--- src/rtl/binary_confusion_metrics_assert.svh ---
// ============================================================================
// Assertion macros for the binary confusion metrics block
// Short forms for clocked assertions that are disabled while reset is high.
// ============================================================================
`ifndef BINARY_CONFUSION_METRICS_ASSERT_SVH
`define BINARY_CONFUSION_METRICS_ASSERT_SVH

// The consequent must hold in the same cycle as the antecedent.
`define BCM_ASSERT_SAME(name, ante, cons, msg) \
  name: assert property (@(posedge clk) disable iff (rst) (ante) |-> (cons)) \
    else $error(msg);

// The consequent must hold in the cycle after the antecedent.
`define BCM_ASSERT_NEXT(name, ante, cons, msg) \
  name: assert property (@(posedge clk) disable iff (rst) (ante) |=> (cons)) \
    else $error(msg);

// The expression must hold at every clock edge outside reset.
`define BCM_ASSERT_ALWAYS(name, expr, msg) \
  name: assert property (@(posedge clk) disable iff (rst) (expr)) \
    else $error(msg);

`endif

--- src/rtl/bcm_pkg.sv ---
// ============================================================================
// bcm_pkg
// Shared constants, codes and controller/datapath types.
// ============================================================================
`default_nettype none

package bcm_pkg;

  localparam int COUNT_WIDTH_DEF = 32;
  localparam int FRAC_BITS_DEF   = 16;

  localparam int OPCODE_W  = 2;
  localparam int WEIGHT_W  = 16;
  localparam int COUNT_O_W = 32;
  localparam int METRIC_W  = 17;
  localparam int MCC_W     = 18;

  typedef enum logic [1:0] {
    OP_ADD    = 2'd0,
    OP_REMOVE = 2'd1,
    OP_CLEAR  = 2'd2,
    OP_QUERY  = 2'd3
  } opcode_t;

  typedef enum logic [2:0] {
    S_IDLE,
    S_LOAD,
    S_RUN,
    S_STORE,
    S_PUBLISH
  } state_t;

  // Jobs run in this order for every item.
  typedef enum logic [3:0] {
    J_ACC,
    J_PREC,
    J_REC,
    J_SPEC,
    J_F1,
    J_RS,
    J_BAL,
    J_TPTN,
    J_FPFN,
    J_DEN1,
    J_DEN2,
    J_DEN3,
    J_MAG2,
    J_MDIV,
    J_ROOT
  } job_t;

  typedef enum logic [1:0] {
    U_MUL,
    U_DIV,
    U_SQRT
  } unit_t;

  typedef struct packed {
    logic update;
    logic load;
    logic step;
    logic store;
    logic publish;
    job_t job;
  } bcm_cmd_t;

  typedef struct packed {
    logic done;
    logic out_free;
  } bcm_status_t;

  function automatic unit_t job_unit(input job_t job);
    unit_t u;
    case (job)
      J_RS, J_TPTN, J_FPFN, J_DEN1, J_DEN2, J_DEN3, J_MAG2: u = U_MUL;
      J_ROOT: u = U_SQRT;
      default: u = U_DIV;
    endcase
    return u;
  endfunction

endpackage

`default_nettype wire

--- src/rtl/bcm_ifs.sv ---
// ============================================================================
// bcm channel interfaces
// Valid/ready channels for input items and result items.
// ============================================================================
`default_nettype none

interface bcm_in_if;
  import bcm_pkg::*;

  logic                valid;
  logic                ready;
  logic [OPCODE_W-1:0] opcode;
  logic                predicted;
  logic                actual_positive;
  logic [WEIGHT_W-1:0] weight;

  modport source (output valid, opcode, predicted, actual_positive, weight, input ready);
  modport sink   (input valid, opcode, predicted, actual_positive, weight, output ready);
endinterface

interface bcm_out_if;
  import bcm_pkg::*;

  logic                     valid;
  logic                     ready;
  logic [COUNT_O_W-1:0]     true_pos;
  logic [COUNT_O_W-1:0]     false_pos;
  logic [COUNT_O_W-1:0]     false_neg;
  logic [COUNT_O_W-1:0]     true_neg;
  logic [METRIC_W-1:0]      accuracy;
  logic [METRIC_W-1:0]      precision_q;
  logic [METRIC_W-1:0]      recall_q;
  logic [METRIC_W-1:0]      specificity_q;
  logic [METRIC_W-1:0]      f1_q;
  logic [METRIC_W-1:0]      balanced_q;
  logic signed [MCC_W-1:0]  matthews_q;

  modport source (output valid, true_pos, false_pos, false_neg, true_neg, accuracy,
                  precision_q, recall_q, specificity_q, f1_q, balanced_q, matthews_q,
                  input ready);
  modport sink   (input valid, true_pos, false_pos, false_neg, true_neg, accuracy,
                  precision_q, recall_q, specificity_q, f1_q, balanced_q, matthews_q,
                  output ready);
endinterface

`default_nettype wire

--- src/rtl/bcm_ctrl.sv ---
// ============================================================================
// bcm_ctrl
// Sequencer that walks the datapath through its job list for each item.
// ============================================================================
`default_nettype none

module bcm_ctrl (
  input  logic                 clk,
  input  logic                 rst,
  input  logic                 in_valid,
  output logic                 in_ready,
  output bcm_pkg::bcm_cmd_t    cmd,
  input  bcm_pkg::bcm_status_t status
);
  import bcm_pkg::*;

  state_t state, state_next;
  job_t   job, job_next;

  always_ff @(posedge clk) begin
    if (rst) begin
      state <= S_IDLE;
      job   <= J_ACC;
    end else begin
      state <= state_next;
      job   <= job_next;
    end
  end

  always_comb begin
    state_next = state;
    job_next   = job;
    case (state)
      S_IDLE: begin
        if (in_valid) begin
          state_next = S_LOAD;
          job_next   = J_ACC;
        end
      end
      S_LOAD: state_next = S_RUN;
      S_RUN: begin
        if (status.done) state_next = S_STORE;
      end
      S_STORE: begin
        if (job == J_ROOT) begin
          state_next = S_PUBLISH;
        end else begin
          state_next = S_LOAD;
          job_next   = job_t'(job + 4'd1);
        end
      end
      S_PUBLISH: begin
        if (status.out_free) state_next = S_IDLE;
      end
      default: state_next = S_IDLE;
    endcase
  end

  always_comb begin
    in_ready    = 1'b0;
    cmd         = '0;
    cmd.job     = job;
    case (state)
      S_IDLE: begin
        in_ready   = 1'b1;
        cmd.update = in_valid;
      end
      S_LOAD:    cmd.load    = 1'b1;
      S_RUN:     cmd.step    = !status.done;
      S_STORE:   cmd.store   = 1'b1;
      S_PUBLISH: cmd.publish = status.out_free;
      default: begin
        in_ready = 1'b0;
      end
    endcase
  end

endmodule

`default_nettype wire

--- src/rtl/bcm_dpath.sv ---
// ============================================================================
// bcm_dpath
// Counters, shift-add multiplier, restoring divider, square root and the
// result register.
// ============================================================================
`default_nettype none

module bcm_dpath #(
  parameter int COUNT_WIDTH = bcm_pkg::COUNT_WIDTH_DEF,
  parameter int FRAC_BITS   = bcm_pkg::FRAC_BITS_DEF
) (
  input  logic                          clk,
  input  logic                          rst,
  input  bcm_pkg::bcm_cmd_t             cmd,
  output bcm_pkg::bcm_status_t          status,
  input  logic [bcm_pkg::OPCODE_W-1:0]  opcode,
  input  logic                          predicted,
  input  logic                          actual_positive,
  input  logic [bcm_pkg::WEIGHT_W-1:0]  weight,
  bcm_out_if.source                     results
);
  import bcm_pkg::*;

  localparam int CW  = COUNT_WIDTH;
  localparam int F   = FRAC_BITS;
  localparam int SW  = CW + WEIGHT_W + 1;
  localparam int EW  = CW + 3;
  localparam int PW  = 4 * CW + 4;
  localparam int RW  = 4 * CW + 6;
  localparam int MW  = (2 * CW > F + 1) ? 2 * CW : F + 1;
  localparam int QW  = 2 * F + 1;
  localparam int LW  = 2 * F + 2;
  localparam int MQ  = F + 1;
  localparam int SRW = F + 4;
  localparam int DCW = $clog2(LW + 1);
  localparam int SCW = $clog2(F + 2);
  localparam int BAL_THR = (10 * (2 ** F) + 999999) / 1000000;
  localparam logic [CW-1:0] CMAX = '1;

  unit_t unit;
  assign unit = job_unit(cmd.job);

  // Counters
  logic [CW-1:0] tp_count, fp_count, fn_count, tn_count;
  logic [CW-1:0] cur, add_val, sub_val;
  logic [SW-1:0] add_sum;

  always_comb begin
    case ({predicted, actual_positive})
      2'b11:   cur = tp_count;
      2'b10:   cur = fp_count;
      2'b01:   cur = fn_count;
      default: cur = tn_count;
    endcase
    add_sum = SW'(cur) + SW'(weight);
    add_val = (add_sum > SW'(CMAX)) ? CMAX : add_sum[CW-1:0];
    sub_val = (SW'(cur) >= SW'(weight)) ? CW'(SW'(cur) - SW'(weight)) : '0;
  end

  always_ff @(posedge clk) begin
    if (rst) begin
      tp_count <= '0;
      fp_count <= '0;
      fn_count <= '0;
      tn_count <= '0;
    end else if (cmd.update) begin
      case (opcode_t'(opcode))
        OP_ADD, OP_REMOVE: begin
          case ({predicted, actual_positive})
            2'b11:   tp_count <= (opcode_t'(opcode) == OP_ADD) ? add_val : sub_val;
            2'b10:   fp_count <= (opcode_t'(opcode) == OP_ADD) ? add_val : sub_val;
            2'b01:   fn_count <= (opcode_t'(opcode) == OP_ADD) ? add_val : sub_val;
            default: tn_count <= (opcode_t'(opcode) == OP_ADD) ? add_val : sub_val;
          endcase
        end
        OP_CLEAR: begin
          tp_count <= '0;
          fp_count <= '0;
          fn_count <= '0;
          tn_count <= '0;
        end
        default: begin
          tp_count <= tp_count;
        end
      endcase
    end
  end

  logic [EW-1:0] tp_e, fp_e, fn_e, tn_e;
  assign tp_e = EW'(tp_count);
  assign fp_e = EW'(fp_count);
  assign fn_e = EW'(fn_count);
  assign tn_e = EW'(tn_count);

  // Intermediate results
  logic [MQ-1:0]        acc_r, prec_r, rec_r, spec_r, f1_r, bal_r;
  logic [QW-1:0]        prod_rs;
  logic [2*CW-1:0]      a_reg, b_reg, mag;
  logic                 mneg;
  logic [PW-1:0]        d_reg;
  logic [4*CW-1:0]      m2;
  logic signed [F+1:0]  mcc_r;
  logic                 bal_low;

  assign mneg    = b_reg > a_reg;
  assign mag     = mneg ? (b_reg - a_reg) : (a_reg - b_reg);
  assign bal_low = ((F + 2)'(rec_r) + (F + 2)'(spec_r)) < (F + 2)'(BAL_THR);

  // Operand selection
  logic [RW-1:0]  dh, dd;
  logic [LW-1:0]  dl;
  logic [DCW-1:0] dlen;
  logic [PW-1:0]  ma;
  logic [MW-1:0]  mbv;

  always_comb begin
    dh   = '0;
    dd   = '0;
    dl   = '0;
    dlen = DCW'(F);
    ma   = '0;
    mbv  = '0;
    case (cmd.job)
      J_ACC: begin
        dh = RW'(tp_e + tn_e);
        dd = RW'(tp_e + fp_e + fn_e + tn_e);
      end
      J_PREC: begin
        dh = RW'(tp_e);
        dd = RW'(tp_e + fp_e);
      end
      J_REC: begin
        dh = RW'(tp_e);
        dd = RW'(tp_e + fn_e);
      end
      J_SPEC: begin
        dh = RW'(tn_e);
        dd = RW'(tn_e + fp_e);
      end
      J_F1: begin
        dh = RW'(tp_e << 1);
        dd = RW'((tp_e << 1) + fp_e + fn_e);
      end
      J_BAL: begin
        dl   = {prod_rs, 1'b0};
        dd   = RW'(rec_r) + RW'(spec_r);
        dlen = DCW'(LW);
      end
      J_MDIV: begin
        dh   = RW'(m2);
        dd   = RW'(d_reg);
        dlen = DCW'(2 * F);
      end
      J_RS: begin
        ma  = PW'(rec_r);
        mbv = MW'(spec_r);
      end
      J_TPTN: begin
        ma  = PW'(tp_count);
        mbv = MW'(tn_count);
      end
      J_FPFN: begin
        ma  = PW'(fp_count);
        mbv = MW'(fn_count);
      end
      J_DEN1: begin
        ma  = PW'(tp_e + fn_e);
        mbv = MW'(fp_e + tn_e);
      end
      J_DEN2: begin
        ma  = d_reg;
        mbv = MW'(tp_e + fp_e);
      end
      J_DEN3: begin
        ma  = d_reg;
        mbv = MW'(fn_e + tn_e);
      end
      J_MAG2: begin
        ma  = PW'(mag);
        mbv = MW'(mag);
      end
      default: begin
        dh = '0;
      end
    endcase
  end

  // Shift-add multiplier, one multiplier bit per cycle; ends when no bits remain.
  logic [PW-1:0] macc, ma_r;
  logic [MW-1:0] mb_r;

  // Restoring divider. The first step compares without shifting, so the
  // quotient is floor((h * 2^len + l) / d).
  logic [RW-1:0]  rem, dvs, rshift;
  logic [LW-1:0]  dshl;
  logic [QW-1:0]  dq;
  logic [DCW-1:0] dcnt;
  logic           dfirst, dz, dge;

  assign rshift = dfirst ? rem : {rem[RW-2:0], dshl[LW-1]};
  assign dge    = rshift >= dvs;

  // Digit-by-digit square root, two radicand bits per cycle.
  logic [LW-1:0]  rad;
  logic [SRW-1:0] srem, r2, trial;
  logic [MQ-1:0]  root;
  logic [SCW-1:0] scnt;
  logic           sge;

  assign r2    = {srem[SRW-3:0], rad[LW-1:LW-2]};
  assign trial = SRW'({root, 2'b01});
  assign sge   = r2 >= trial;

  always_ff @(posedge clk) begin
    if (cmd.load) begin
      case (unit)
        U_MUL: begin
          macc <= '0;
          ma_r <= ma;
          mb_r <= mbv;
        end
        U_DIV: begin
          rem    <= dh;
          dvs    <= dd;
          dshl   <= dl;
          dq     <= '0;
          dcnt   <= dlen;
          dfirst <= 1'b1;
          dz     <= (dd == '0);
        end
        default: begin
          rad  <= LW'(dq);
          srem <= '0;
          root <= '0;
          scnt <= SCW'(F + 1);
        end
      endcase
    end else if (cmd.step) begin
      case (unit)
        U_MUL: begin
          if (mb_r[0]) macc <= macc + ma_r;
          ma_r <= ma_r << 1;
          mb_r <= mb_r >> 1;
        end
        U_DIV: begin
          rem    <= dge ? (rshift - dvs) : rshift;
          dq     <= {dq[QW-2:0], dge};
          dfirst <= 1'b0;
          if (!dfirst) begin
            dshl <= dshl << 1;
            dcnt <= dcnt - DCW'(1);
          end
        end
        default: begin
          rad  <= rad << 2;
          srem <= sge ? (r2 - trial) : r2;
          root <= {root[MQ-2:0], sge};
          scnt <= scnt - SCW'(1);
        end
      endcase
    end
  end

  // Output register: the next item may start while this result waits.
  always_comb begin
    status.out_free = !results.valid || results.ready;
    case (unit)
      U_MUL:   status.done = (mb_r == '0);
      U_DIV:   status.done = !dfirst && (dcnt == '0);
      default: status.done = (scnt == '0);
    endcase
  end

  // Store the finished job's result.
  always_ff @(posedge clk) begin
    if (cmd.store) begin
      case (cmd.job)
        J_ACC:  acc_r  <= dz ? '0 : dq[MQ-1:0];
        J_PREC: prec_r <= dz ? '0 : dq[MQ-1:0];
        J_REC:  rec_r  <= dz ? '0 : dq[MQ-1:0];
        J_SPEC: spec_r <= dz ? '0 : dq[MQ-1:0];
        J_F1:   f1_r   <= dz ? (MQ'(1) << F) : dq[MQ-1:0];
        J_RS:   prod_rs <= macc[QW-1:0];
        J_BAL:  bal_r  <= bal_low ? '0 : dq[MQ-1:0];
        J_TPTN: a_reg  <= macc[2*CW-1:0];
        J_FPFN: b_reg  <= macc[2*CW-1:0];
        J_DEN1, J_DEN2, J_DEN3: d_reg <= macc;
        J_MAG2: m2     <= macc[4*CW-1:0];
        J_ROOT: begin
          if (d_reg == '0) mcc_r <= '0;
          else if (mneg)   mcc_r <= -$signed({1'b0, root});
          else             mcc_r <= $signed({1'b0, root});
        end
        default: begin
          acc_r <= acc_r;
        end
      endcase
    end
  end

  always_ff @(posedge clk) begin
    if (rst) begin
      results.valid <= 1'b0;
    end else if (cmd.publish) begin
      results.valid <= 1'b1;
    end else if (results.ready) begin
      results.valid <= 1'b0;
    end
  end

  always_ff @(posedge clk) begin
    if (cmd.publish) begin
      results.true_pos      <= COUNT_O_W'(tp_count);
      results.false_pos     <= COUNT_O_W'(fp_count);
      results.false_neg     <= COUNT_O_W'(fn_count);
      results.true_neg      <= COUNT_O_W'(tn_count);
      results.accuracy      <= METRIC_W'(acc_r);
      results.precision_q   <= METRIC_W'(prec_r);
      results.recall_q      <= METRIC_W'(rec_r);
      results.specificity_q <= METRIC_W'(spec_r);
      results.f1_q          <= METRIC_W'(f1_r);
      results.balanced_q    <= METRIC_W'(bal_r);
      results.matthews_q    <= MCC_W'(mcc_r);
    end
  end

endmodule

`default_nettype wire

--- src/rtl/binary_confusion_metrics.sv ---
// ============================================================================
// binary_confusion_metrics
// Confusion matrix counters with fixed-point quality metrics per item.
// ============================================================================
//
//   Channel   Role   Carries
//   items     sink   opcode, predicted, actual_positive, weight
//   results   source four counts, six unsigned metrics, Matthews correlation
//
// Each item runs through the shift-add multiplier and restoring divider, which
// handle one bit per cycle, and the square root, all shared by every metric;
// a product finishes early when its multiplier operand is short.
// Reset is synchronous and clears the counters and the result channel.
// A finished result waits in an output register; the next item is accepted
// while it waits, and only the following publish stalls on a full register.
`default_nettype none
`include "binary_confusion_metrics_assert.svh"

module binary_confusion_metrics #(
  parameter int COUNT_WIDTH = bcm_pkg::COUNT_WIDTH_DEF,
  parameter int FRAC_BITS   = bcm_pkg::FRAC_BITS_DEF
) (
  input  logic      clk,
  input  logic      rst,
  bcm_in_if.sink    items,
  bcm_out_if.source results
);
  import bcm_pkg::*;

  bcm_cmd_t    cmd;
  bcm_status_t status;

  bcm_ctrl u_ctrl (
    .clk      (clk),
    .rst      (rst),
    .in_valid (items.valid),
    .in_ready (items.ready),
    .cmd      (cmd),
    .status   (status)
  );

  bcm_dpath #(
    .COUNT_WIDTH (COUNT_WIDTH),
    .FRAC_BITS   (FRAC_BITS)
  ) u_dpath (
    .clk             (clk),
    .rst             (rst),
    .cmd             (cmd),
    .status          (status),
    .opcode          (items.opcode),
    .predicted       (items.predicted),
    .actual_positive (items.actual_positive),
    .weight          (items.weight),
    .results         (results)
  );

  `BCM_ASSERT_NEXT(a_busy_after_accept, items.valid && items.ready, !items.ready, "item accepted while busy")
  `BCM_ASSERT_NEXT(a_publish_shows, cmd.publish, results.valid, "published result not visible")
  `BCM_ASSERT_SAME(a_store_when_done, cmd.store, status.done, "job stored before its unit finished")
  `BCM_ASSERT_ALWAYS(a_one_cmd, $onehot0({cmd.update, cmd.load, cmd.step, cmd.store, cmd.publish}), "more than one command issued")

endmodule

`default_nettype wire

--- src/flat_wrapper.sv ---
// flat-port wrapper written by rule: the top's interface ports become plain ports
module binary_confusion_metrics_flat import bcm_pkg::*;
#(
  parameter int COUNT_WIDTH = bcm_pkg::COUNT_WIDTH_DEF,
  parameter int FRAC_BITS   = bcm_pkg::FRAC_BITS_DEF
)
  (clk, rst, items_valid, items_opcode, items_predicted, items_actual_positive, items_weight, items_ready, results_valid, results_true_pos, results_false_pos, results_false_neg, results_true_neg, results_accuracy, results_precision_q, results_recall_q, results_specificity_q, results_f1_q, results_balanced_q, results_matthews_q, results_ready);
  bcm_in_if items_i ();
  bcm_out_if results_i ();
  input  logic clk;
  input  logic rst;
  input wire logic [$bits(items_i.valid)-1:0] items_valid;
  input wire logic [$bits(items_i.opcode)-1:0] items_opcode;
  input wire logic [$bits(items_i.predicted)-1:0] items_predicted;
  input wire logic [$bits(items_i.actual_positive)-1:0] items_actual_positive;
  input wire logic [$bits(items_i.weight)-1:0] items_weight;
  output wire logic [$bits(items_i.ready)-1:0] items_ready;
  output wire logic [$bits(results_i.valid)-1:0] results_valid;
  output wire logic [$bits(results_i.true_pos)-1:0] results_true_pos;
  output wire logic [$bits(results_i.false_pos)-1:0] results_false_pos;
  output wire logic [$bits(results_i.false_neg)-1:0] results_false_neg;
  output wire logic [$bits(results_i.true_neg)-1:0] results_true_neg;
  output wire logic [$bits(results_i.accuracy)-1:0] results_accuracy;
  output wire logic [$bits(results_i.precision_q)-1:0] results_precision_q;
  output wire logic [$bits(results_i.recall_q)-1:0] results_recall_q;
  output wire logic [$bits(results_i.specificity_q)-1:0] results_specificity_q;
  output wire logic [$bits(results_i.f1_q)-1:0] results_f1_q;
  output wire logic [$bits(results_i.balanced_q)-1:0] results_balanced_q;
  output wire logic [$bits(results_i.matthews_q)-1:0] results_matthews_q;
  input wire logic [$bits(results_i.ready)-1:0] results_ready;
  assign items_i.valid = items_valid;
  assign items_i.opcode = items_opcode;
  assign items_i.predicted = items_predicted;
  assign items_i.actual_positive = items_actual_positive;
  assign items_i.weight = items_weight;
  assign items_ready = items_i.ready;
  assign results_valid = results_i.valid;
  assign results_true_pos = results_i.true_pos;
  assign results_false_pos = results_i.false_pos;
  assign results_false_neg = results_i.false_neg;
  assign results_true_neg = results_i.true_neg;
  assign results_accuracy = results_i.accuracy;
  assign results_precision_q = results_i.precision_q;
  assign results_recall_q = results_i.recall_q;
  assign results_specificity_q = results_i.specificity_q;
  assign results_f1_q = results_i.f1_q;
  assign results_balanced_q = results_i.balanced_q;
  assign results_matthews_q = results_i.matthews_q;
  assign results_i.ready = results_ready;
  binary_confusion_metrics #(.COUNT_WIDTH(COUNT_WIDTH), .FRAC_BITS(FRAC_BITS)) u_core (.clk(clk), .rst(rst), .items(items_i), .results(results_i));
endmodule
--- config.mk ---
export PLATFORM = sky130hd
export DESIGN_NAME = binary_confusion_metrics_flat
export DESIGN_NICKNAME = d
export VERILOG_FILES = /design/src/rtl/bcm_pkg.sv /design/src/rtl/bcm_ifs.sv /design/src/rtl/bcm_ctrl.sv /design/src/rtl/bcm_dpath.sv /design/src/rtl/binary_confusion_metrics.sv /design/src/flat_wrapper.sv
export VERILOG_INCLUDE_DIRS = /design/src /design/src/rtl
export SDC_FILE = /design/constraint.sdc
export NUM_CORES = 2
export LEC_CHECK = 0
export BUFFER_PORTS_ARGS = -buffer_cell sky130_fd_sc_hd__buf_2
export CAP_MARGIN = 20
export CORE_UTILIZATION = 55
export DETAILED_ROUTE_END_ITERATION = 10
export HOLD_SLACK_MARGIN = 0.06
export PLACE_DENSITY = 0.72
export SKIP_CTS_REPAIR_TIMING = 1
export SLEW_MARGIN = 10
export SYNTH_ARGS = -nofsm -noshare
export SYNTH_HDL_FRONTEND = slang
export SYNTH_SLANG_ARGS = --single-unit
export TNS_END_PERCENT = 20
--- constraint.sdc ---
create_clock -name clk -period 31.4 [get_ports clk]
set_clock_uncertainty 0.1 [all_clocks]
set_input_delay 1.57 -clock clk [delete_from_list [all_inputs] [get_ports clk]]
set_output_delay 1.57 -clock clk [all_outputs]
set_load 0.005 [all_outputs]
# [Word level (Yosys, flattened, before mapping)]
# Memories as Yosys holds them, arrays and structs flattened. A register that Yosys moved wholly into a read port is not among the register bits.
# Cells that the tools add are included.
[word_totals] rom_bits=32 wordCells=261 output_inout_bits=250 register_bits=1670 inputBits=24 memories=1
[classes] order_cmp=6 mux=94 eq_ne=39 n_addsub=25 reduce_logical=50 bitwise=1
[memory_table] memory="(no name shown)" depth=16 width=2 read_ports=1 rd_ports_with_merged_regs=1 wr=0 line_no="bcm_pkg.sv:74" text="case (job)"
[op_table] cell="$mux W132" n=9
[op_table] cell="$pmux W134 S7" n=1
[op_table] cell="$mux W134" n=6
[op_table] cell="$pmux W132 S6" n=1
[op_table] cell="$pmux W128 S5" n=1
[op_table] cell="$pmux W64 S7" n=1
[op_table] cell="$mux W34" n=10
[op_table] cell="$mux W64" n=5
[op_table] cell="$add A134 B32 Y134" n=2
[op_table] cell="$add A32 B32 Y33" n=8
[op_table] cell="$pmux W32 S2" n=4
[op_table] cell="$mux W32" n=7
[op_table] cell="$ge A134 B134 Y1" n=1
[op_table] cell="$logic_not A134 Y1" n=1
[op_table] cell="$sub A134 B134 Y134" n=1
[op_table] cell="$add A132 B132 Y132" n=1
[op_table] cell="$logic_not A132 Y1" n=1
[op_table] cell="$mux W33" n=4
[op_table] cell="$sub A64 B64 Y64" n=2
[op_table] cell="$mux W17" n=6
[op_table] cell="$pmux W32 S3" n=1
[op_table] cell="$mux W18" n=5
[op_table] cell="$gt A64 B64 Y1" n=1
[op_table] cell="$logic_not A64 Y1" n=1
[op_table] cell="other kinds (49)" n=135

# [Longest topological paths before layout]
[logic_depth] depth_word=8 mapped_depth=26 mapped_depth_nobuf=25

# [Modules after synthesis]
# From an unflattened synthesis, not the netlist that was laid out.
[unflattened] cells_unflattened=10581 hier_area_um2=106445.8
[by_module_without_submodules] module="bcm_dpath" instances=1 seq_area_each_um2=48556.6 area_each_um2=105962.9 cells_each=10530
[by_module_without_submodules] module="bcm_ctrl" instances=1 seq_area_each_um2=140.1 area_each_um2=483.0 cells_each=51

# [Least setup slack after synthesis]
# No wires, ideal clock.
[synth_timing] path_kind="reg2reg" startpoint="register u_core.u_ctrl.state[2]" endpoint="register u_core.u_dpath.macc[0], enable pin" setup_time_ns=0.502 setup_slack_ns=12.343 n_path_buf=3 required_ns=30.798 path_stages_with_launch=10 period_less_slack_ns=19.057 arrival_time_ns=18.455 cell_sequence="dfxtp_1 > clkbuf_1 > nor2_1 > nand2_1 > inv_1 > clkbuf_1 > clkbuf_1 > nor2_1 > nor3_1 > o21a_1"
[synth_via] elab_chain_len=4 elab_cells_between_ends=9 classes_between="eq/ne: 4; mux: 2; reduce/logical: 3"
[synth_rtl] element="from (decl)" line_no="bcm_ctrl.sv:17" text="state_t state, state_next;"
[synth_rtl] element="from (signal assigned)" line_no="bcm_ctrl.sv:25" text="state <= state_next;"
[synth_rtl] element="$eq A3 B1 Y1 or $eq A3 B2 Y1 (tied branches)" line_no="bcm_ctrl.sv:63" text="case (state)"
[synth_rtl] element="$mux W1" line_no="bcm_ctrl.sv:63"
[synth_rtl] element="$ne A2 B2 Y1 (no source line) or $reduce_bool A2 Y1 (tied branches)"
[synth_rtl] element="$reduce_and A4 Y1 (no source line) *"
[synth_rtl] element="to (signal assigned)" line_no="bcm_dpath.sv:241" text="if (mb_r[0]) macc <= macc + ma_r;"
[synth_rtl] element="to (decl)" line_no="bcm_dpath.sv:189" text="logic [PW-1:0] macc, ma_r;"
# Mark *: on every way between the ends. The rest lies on a longest branch, timed or not.
# A chain may end at the register's enable or synchronous reset.

# [Final worst setup path]
[layout_timing] startpoint="register u_core.u_dpath.tp_count[1]" endpoint="register u_core.u_dpath.dz, data pin"
[layout_via] elab_chain_len=5 elab_cells_between_ends=8 classes_between="add/sub: 6; mux: 1; reduce/logical: 1"
[layout_rtl] element="from (decl)" line_no="bcm_dpath.sv:44" text="logic [CW-1:0] tp_count, fp_count, fn_count, tn_count;"
[layout_rtl] element="from (signal assigned)" line_no="bcm_dpath.sv:70" text="2'b11: tp_count <= (opcode_t'(opcode) == OP_ADD) ? add_val : sub_val;"
[layout_rtl] element="from (signal assigned)" line_no="bcm_dpath.sv:83" text="tp_count <= tp_count;"
[layout_rtl] element="$add A32 B32 Y33" line_no="bcm_dpath.sv:126" text="dd = RW'(tp_e + fp_e + fn_e + tn_e);"
[layout_rtl] element="$add A134 B32 Y134 (2 in a row)" line_no="bcm_dpath.sv:126"
[layout_rtl] element="$pmux W134 S7 *" line_no="bcm_dpath.sv:123" text="case (cmd.job)"
[layout_rtl] element="named net u_core.u_dpath.dd[33]" line_no="bcm_dpath.sv:110" text="logic [RW-1:0] dh, dd;"
[layout_rtl] element="$logic_not A134 Y1 *" line_no="bcm_dpath.sv:229" text="dz <= (dd == '0);"
[layout_rtl] element="to (signal assigned)" line_no="bcm_dpath.sv:229"
[layout_rtl] element="to (decl)" line_no="bcm_dpath.sv:198" text="logic dfirst, dz, dge;"
# The timed path passes the listed nets; every way through them passes the cells marked *.

==> flow_summary.json <==
{
  "ant_nets": 0,
  "clk_latency_ps": 870,
  "path_delay_family": "compound AO/OA/AOI/OAI gates",
  "grt_pass1_vias": 88500,
  "drv_cap": 0,
  "crit_top_cell": "nand2_1",
  "synth.distinct_cells": 112,
  "grt_max_degree": 155,
  "synth.area.top_cells": "edfxtp_1, ha_1, a21oi_1",
  "synth_flop_cell": "edfxtp_1",
  "setup_tns_ps": 0,
  "yosysMostFrequentCell": "edfxtp_1",
  "cts-root-buf": "clkbuf_16",
  "critical-path-slowest-cell": "dfxtp_1",
  "path_cells": "ha_1, a21oi_1, o2111ai_1, a211oi_2, o21ai_0, o21ai_0, nand2_1, nand2_1, fa_1, inv_1, ha_1, a211oi_1, nand2_1, a211oi_1, or2_2, o41ai_1, a31o_2, a41oi_1, nand2_1, nor4_1, nand4b_1, nor4_2",
  "synth_xor_area_frac": 0.0424,
  "powerDensity_mw_per_mm2": 77.6,
  "synth_area_mm2": 0.109,
  "crit_buf_inv": 1,
  "hold_viol": 0,
  "largest_reg_flops": 134,
  "yosysSeqAreaShare": 0.447,
  "status": "finished, final reports clean",
  "cp-start-kind": "flop",
  "synth_area_leader_cell": "edfxtp_1",
  "vias": 95100,
  "layout_setup_ws_ps": 23380,
  "met3_usage": 0.100,
  "coreArea_mm2": 0.196,
  "hp-class": "reg2reg",
  "r2r_slack_ps": 23380,
  "drt-total-wl_um": 419000,
  "min_path_cells": 0,
  "rsz0062_at_grt": "false",
  "synth_mux_area_frac": 0.0271,
  "drv_slew": 0,
  "cp.required_ps": 31980,
  "cts_tree": "yes",
  "reg2regPathDepth": 22,
  "clock.fmax_mhz": 125,
  "worst_r2r_endpoint": "u_core.u_dpath.dz",
  "drive_above_1_share": 0.0937,
  "ys_ff_latch": 1669,
  "synth_top_area_frac": 0.422,
  "synthToLayoutAreaGrowth_pct": 9.36,
  "port_buffers": 273,
  "overflow": 0,
  "gp_congestion": 1.07,
  "crit_type": "reg2reg",
  "ys_async_sr_fraction": 0,
  "antenna_found_initial": 28,
  "crit_start": "u_core.u_dpath.tp_count[1]",
  "drtPass1Iterations": 10,
  "crit_arrival_ps": 8600,
  "vdd_drop_max_mv": 0.0773,
  "syn_nets": 11800,
  "gr-max-usage-layer": "met2",
  "die_y_um": 447,
  "finalCritPeriodShare": 0.255,
  "io_pins": 274,
  "end_kind": "flop",
  "drt_iter0_drc": 13200,
  "ys_warn_count": 0,
  "use_met2": 0.608,
  "regMostFlops": "u_core.u_dpath.rem",
  "path_max_fanout": 13,
  "synth_cells": 11000,
  "dp.final_hpwl_um": 319000,
  "max_stage_delay_ps": 860,
  "power_leakage_nw": 46.4,
  "cts.clk_slew.worst_paths_ps": 70,
  "worst_r2r_startpoint": "u_core.u_dpath.tp_count[1]",
  "hold_end": "u_core.u_dpath.results.accuracy[10]",
  "dp_slack_ps": 23750,
  "synth_top_family_by_area": "compound AO/OA/AOI/OAI gates",
  "worst_pin_slew_ps": 1310,
  "clockBufferDepth": 3,
  "hp-start": "u_core.u_dpath.acc_r[10]",
  "clock-sinks": 1669,
  "rows": 162,
  "vias_per_cell": 6.85,
  "synthAdderAreaFrac": 0.0935,
  "synth-edff-count": 1531,
  "layout_min_cycle_time_ps": 8020,
  "use_met1": 0.553,
  "drc": 0,
  "grt_pass1_wl_um": 600000,
  "grt_usage": 0.407,
  "syn_avg_cell_area_um2": 9.87,
  "max-slew-margin-rel": 0.119,
  "post_drt_wl_per_cell_um": 30.2,
  "die_x_um": 447,
  "cts-buffers-inserted": 177,
  "synth-simple-area-share": 0.141,
  "synth_compound_area_frac": 0.206,
  "synth_commonest_cells": "edfxtp_1, a21oi_1, nand2_1",
  "layout.nets": 11900,
  "die_area_mm2": 0.200,
  "start_util": 0.556,
  "htree_levels": 4,
  "setup_violations": 0
}
## power breakdown
| group | leakage [nW] | switching (mW) | internal, mW |
|---|---|---|---|
| Sequential | 15.1 | 0.196 | 2.83 |
| Combinational | 28.3 | 2.49 | 1.47 |
| Clock | 2.98 | 0.967 | 1.29 |
| Total | 46.4 | 3.65 | 5.59 |
## placed cells by master (no fill, tap or decap), types with 188 or more instances in the layout
cell,Yosys,layout
and2_1,204,197
a21o_1,313,313
xnor2_1,314,314
o21ai_0,535,535
a21oi_1,1025,1023
nand2_1,995,992
buf_2,63,274
ha_1,691,691
nor3_1,191,188
nor2_1,918,909
inv_1,623,622
xor2_1,210,210
edfxtp_1,1531,1531
## layer usage
layer,routed length (um),vias up
met2,180000,6012
met5,149,-
met3,49200,1118
met1,165000,46600
met4,23700,24
li1,-,41400
## per-stage QoR
stage	power, mW	area [um^2]	hold WS [ps]	cells	utilization
floorplan	5.85	109000	300	11000	-
global placement	6.81	113000	301	13500	0.576
detailed placement	6.88	113000	305	13500	0.576
CTS	9.13	119000	315	13900	0.608
global route	9.66	119000	321	13900	0.608
finish	9.25	119000	313	13900	0.608
## worst max path at each step
stage | slack (ps) | end | cells after the start
floorplan | 12340 | u_core.u_dpath.macc[0] | 9
global placement | 23880 | u_core.u_dpath.dz | 23
detailed placement | 23750 | u_core.u_dpath.dz | 23
CTS | 23730 | u_core.u_dpath.dz | 23
global route | 23010 | u_core.u_dpath.dz | 22
finish | 23380 | u_core.u_dpath.dz | 22
## final cells by class
type | instances | area [um^2]
inverters | 623 | 2350
well taps | 2624 | 3280
clock inverters | 121 | 1510
flip-flops and latches | 1669 | 48700
clock buffers | 208 | 4650
diodes | 14 | 35.0
multi-input cells | 8175 | 55800
repair buffers | 447 | 2760
fillers | 16300 | 76700
## cells by family (layout without fill, tap and decap cells)
family,Yosys count,in the layout
compound gates,3396,3396
simple gates,3249,3249
flops,1669,1669
buf+inv,1192,1399
fa+ha+maj,768,768
xor+xnor,525,525
mux,237,237
other cells,0,14
No activity file was read; power rests on OpenSTA's default activity.
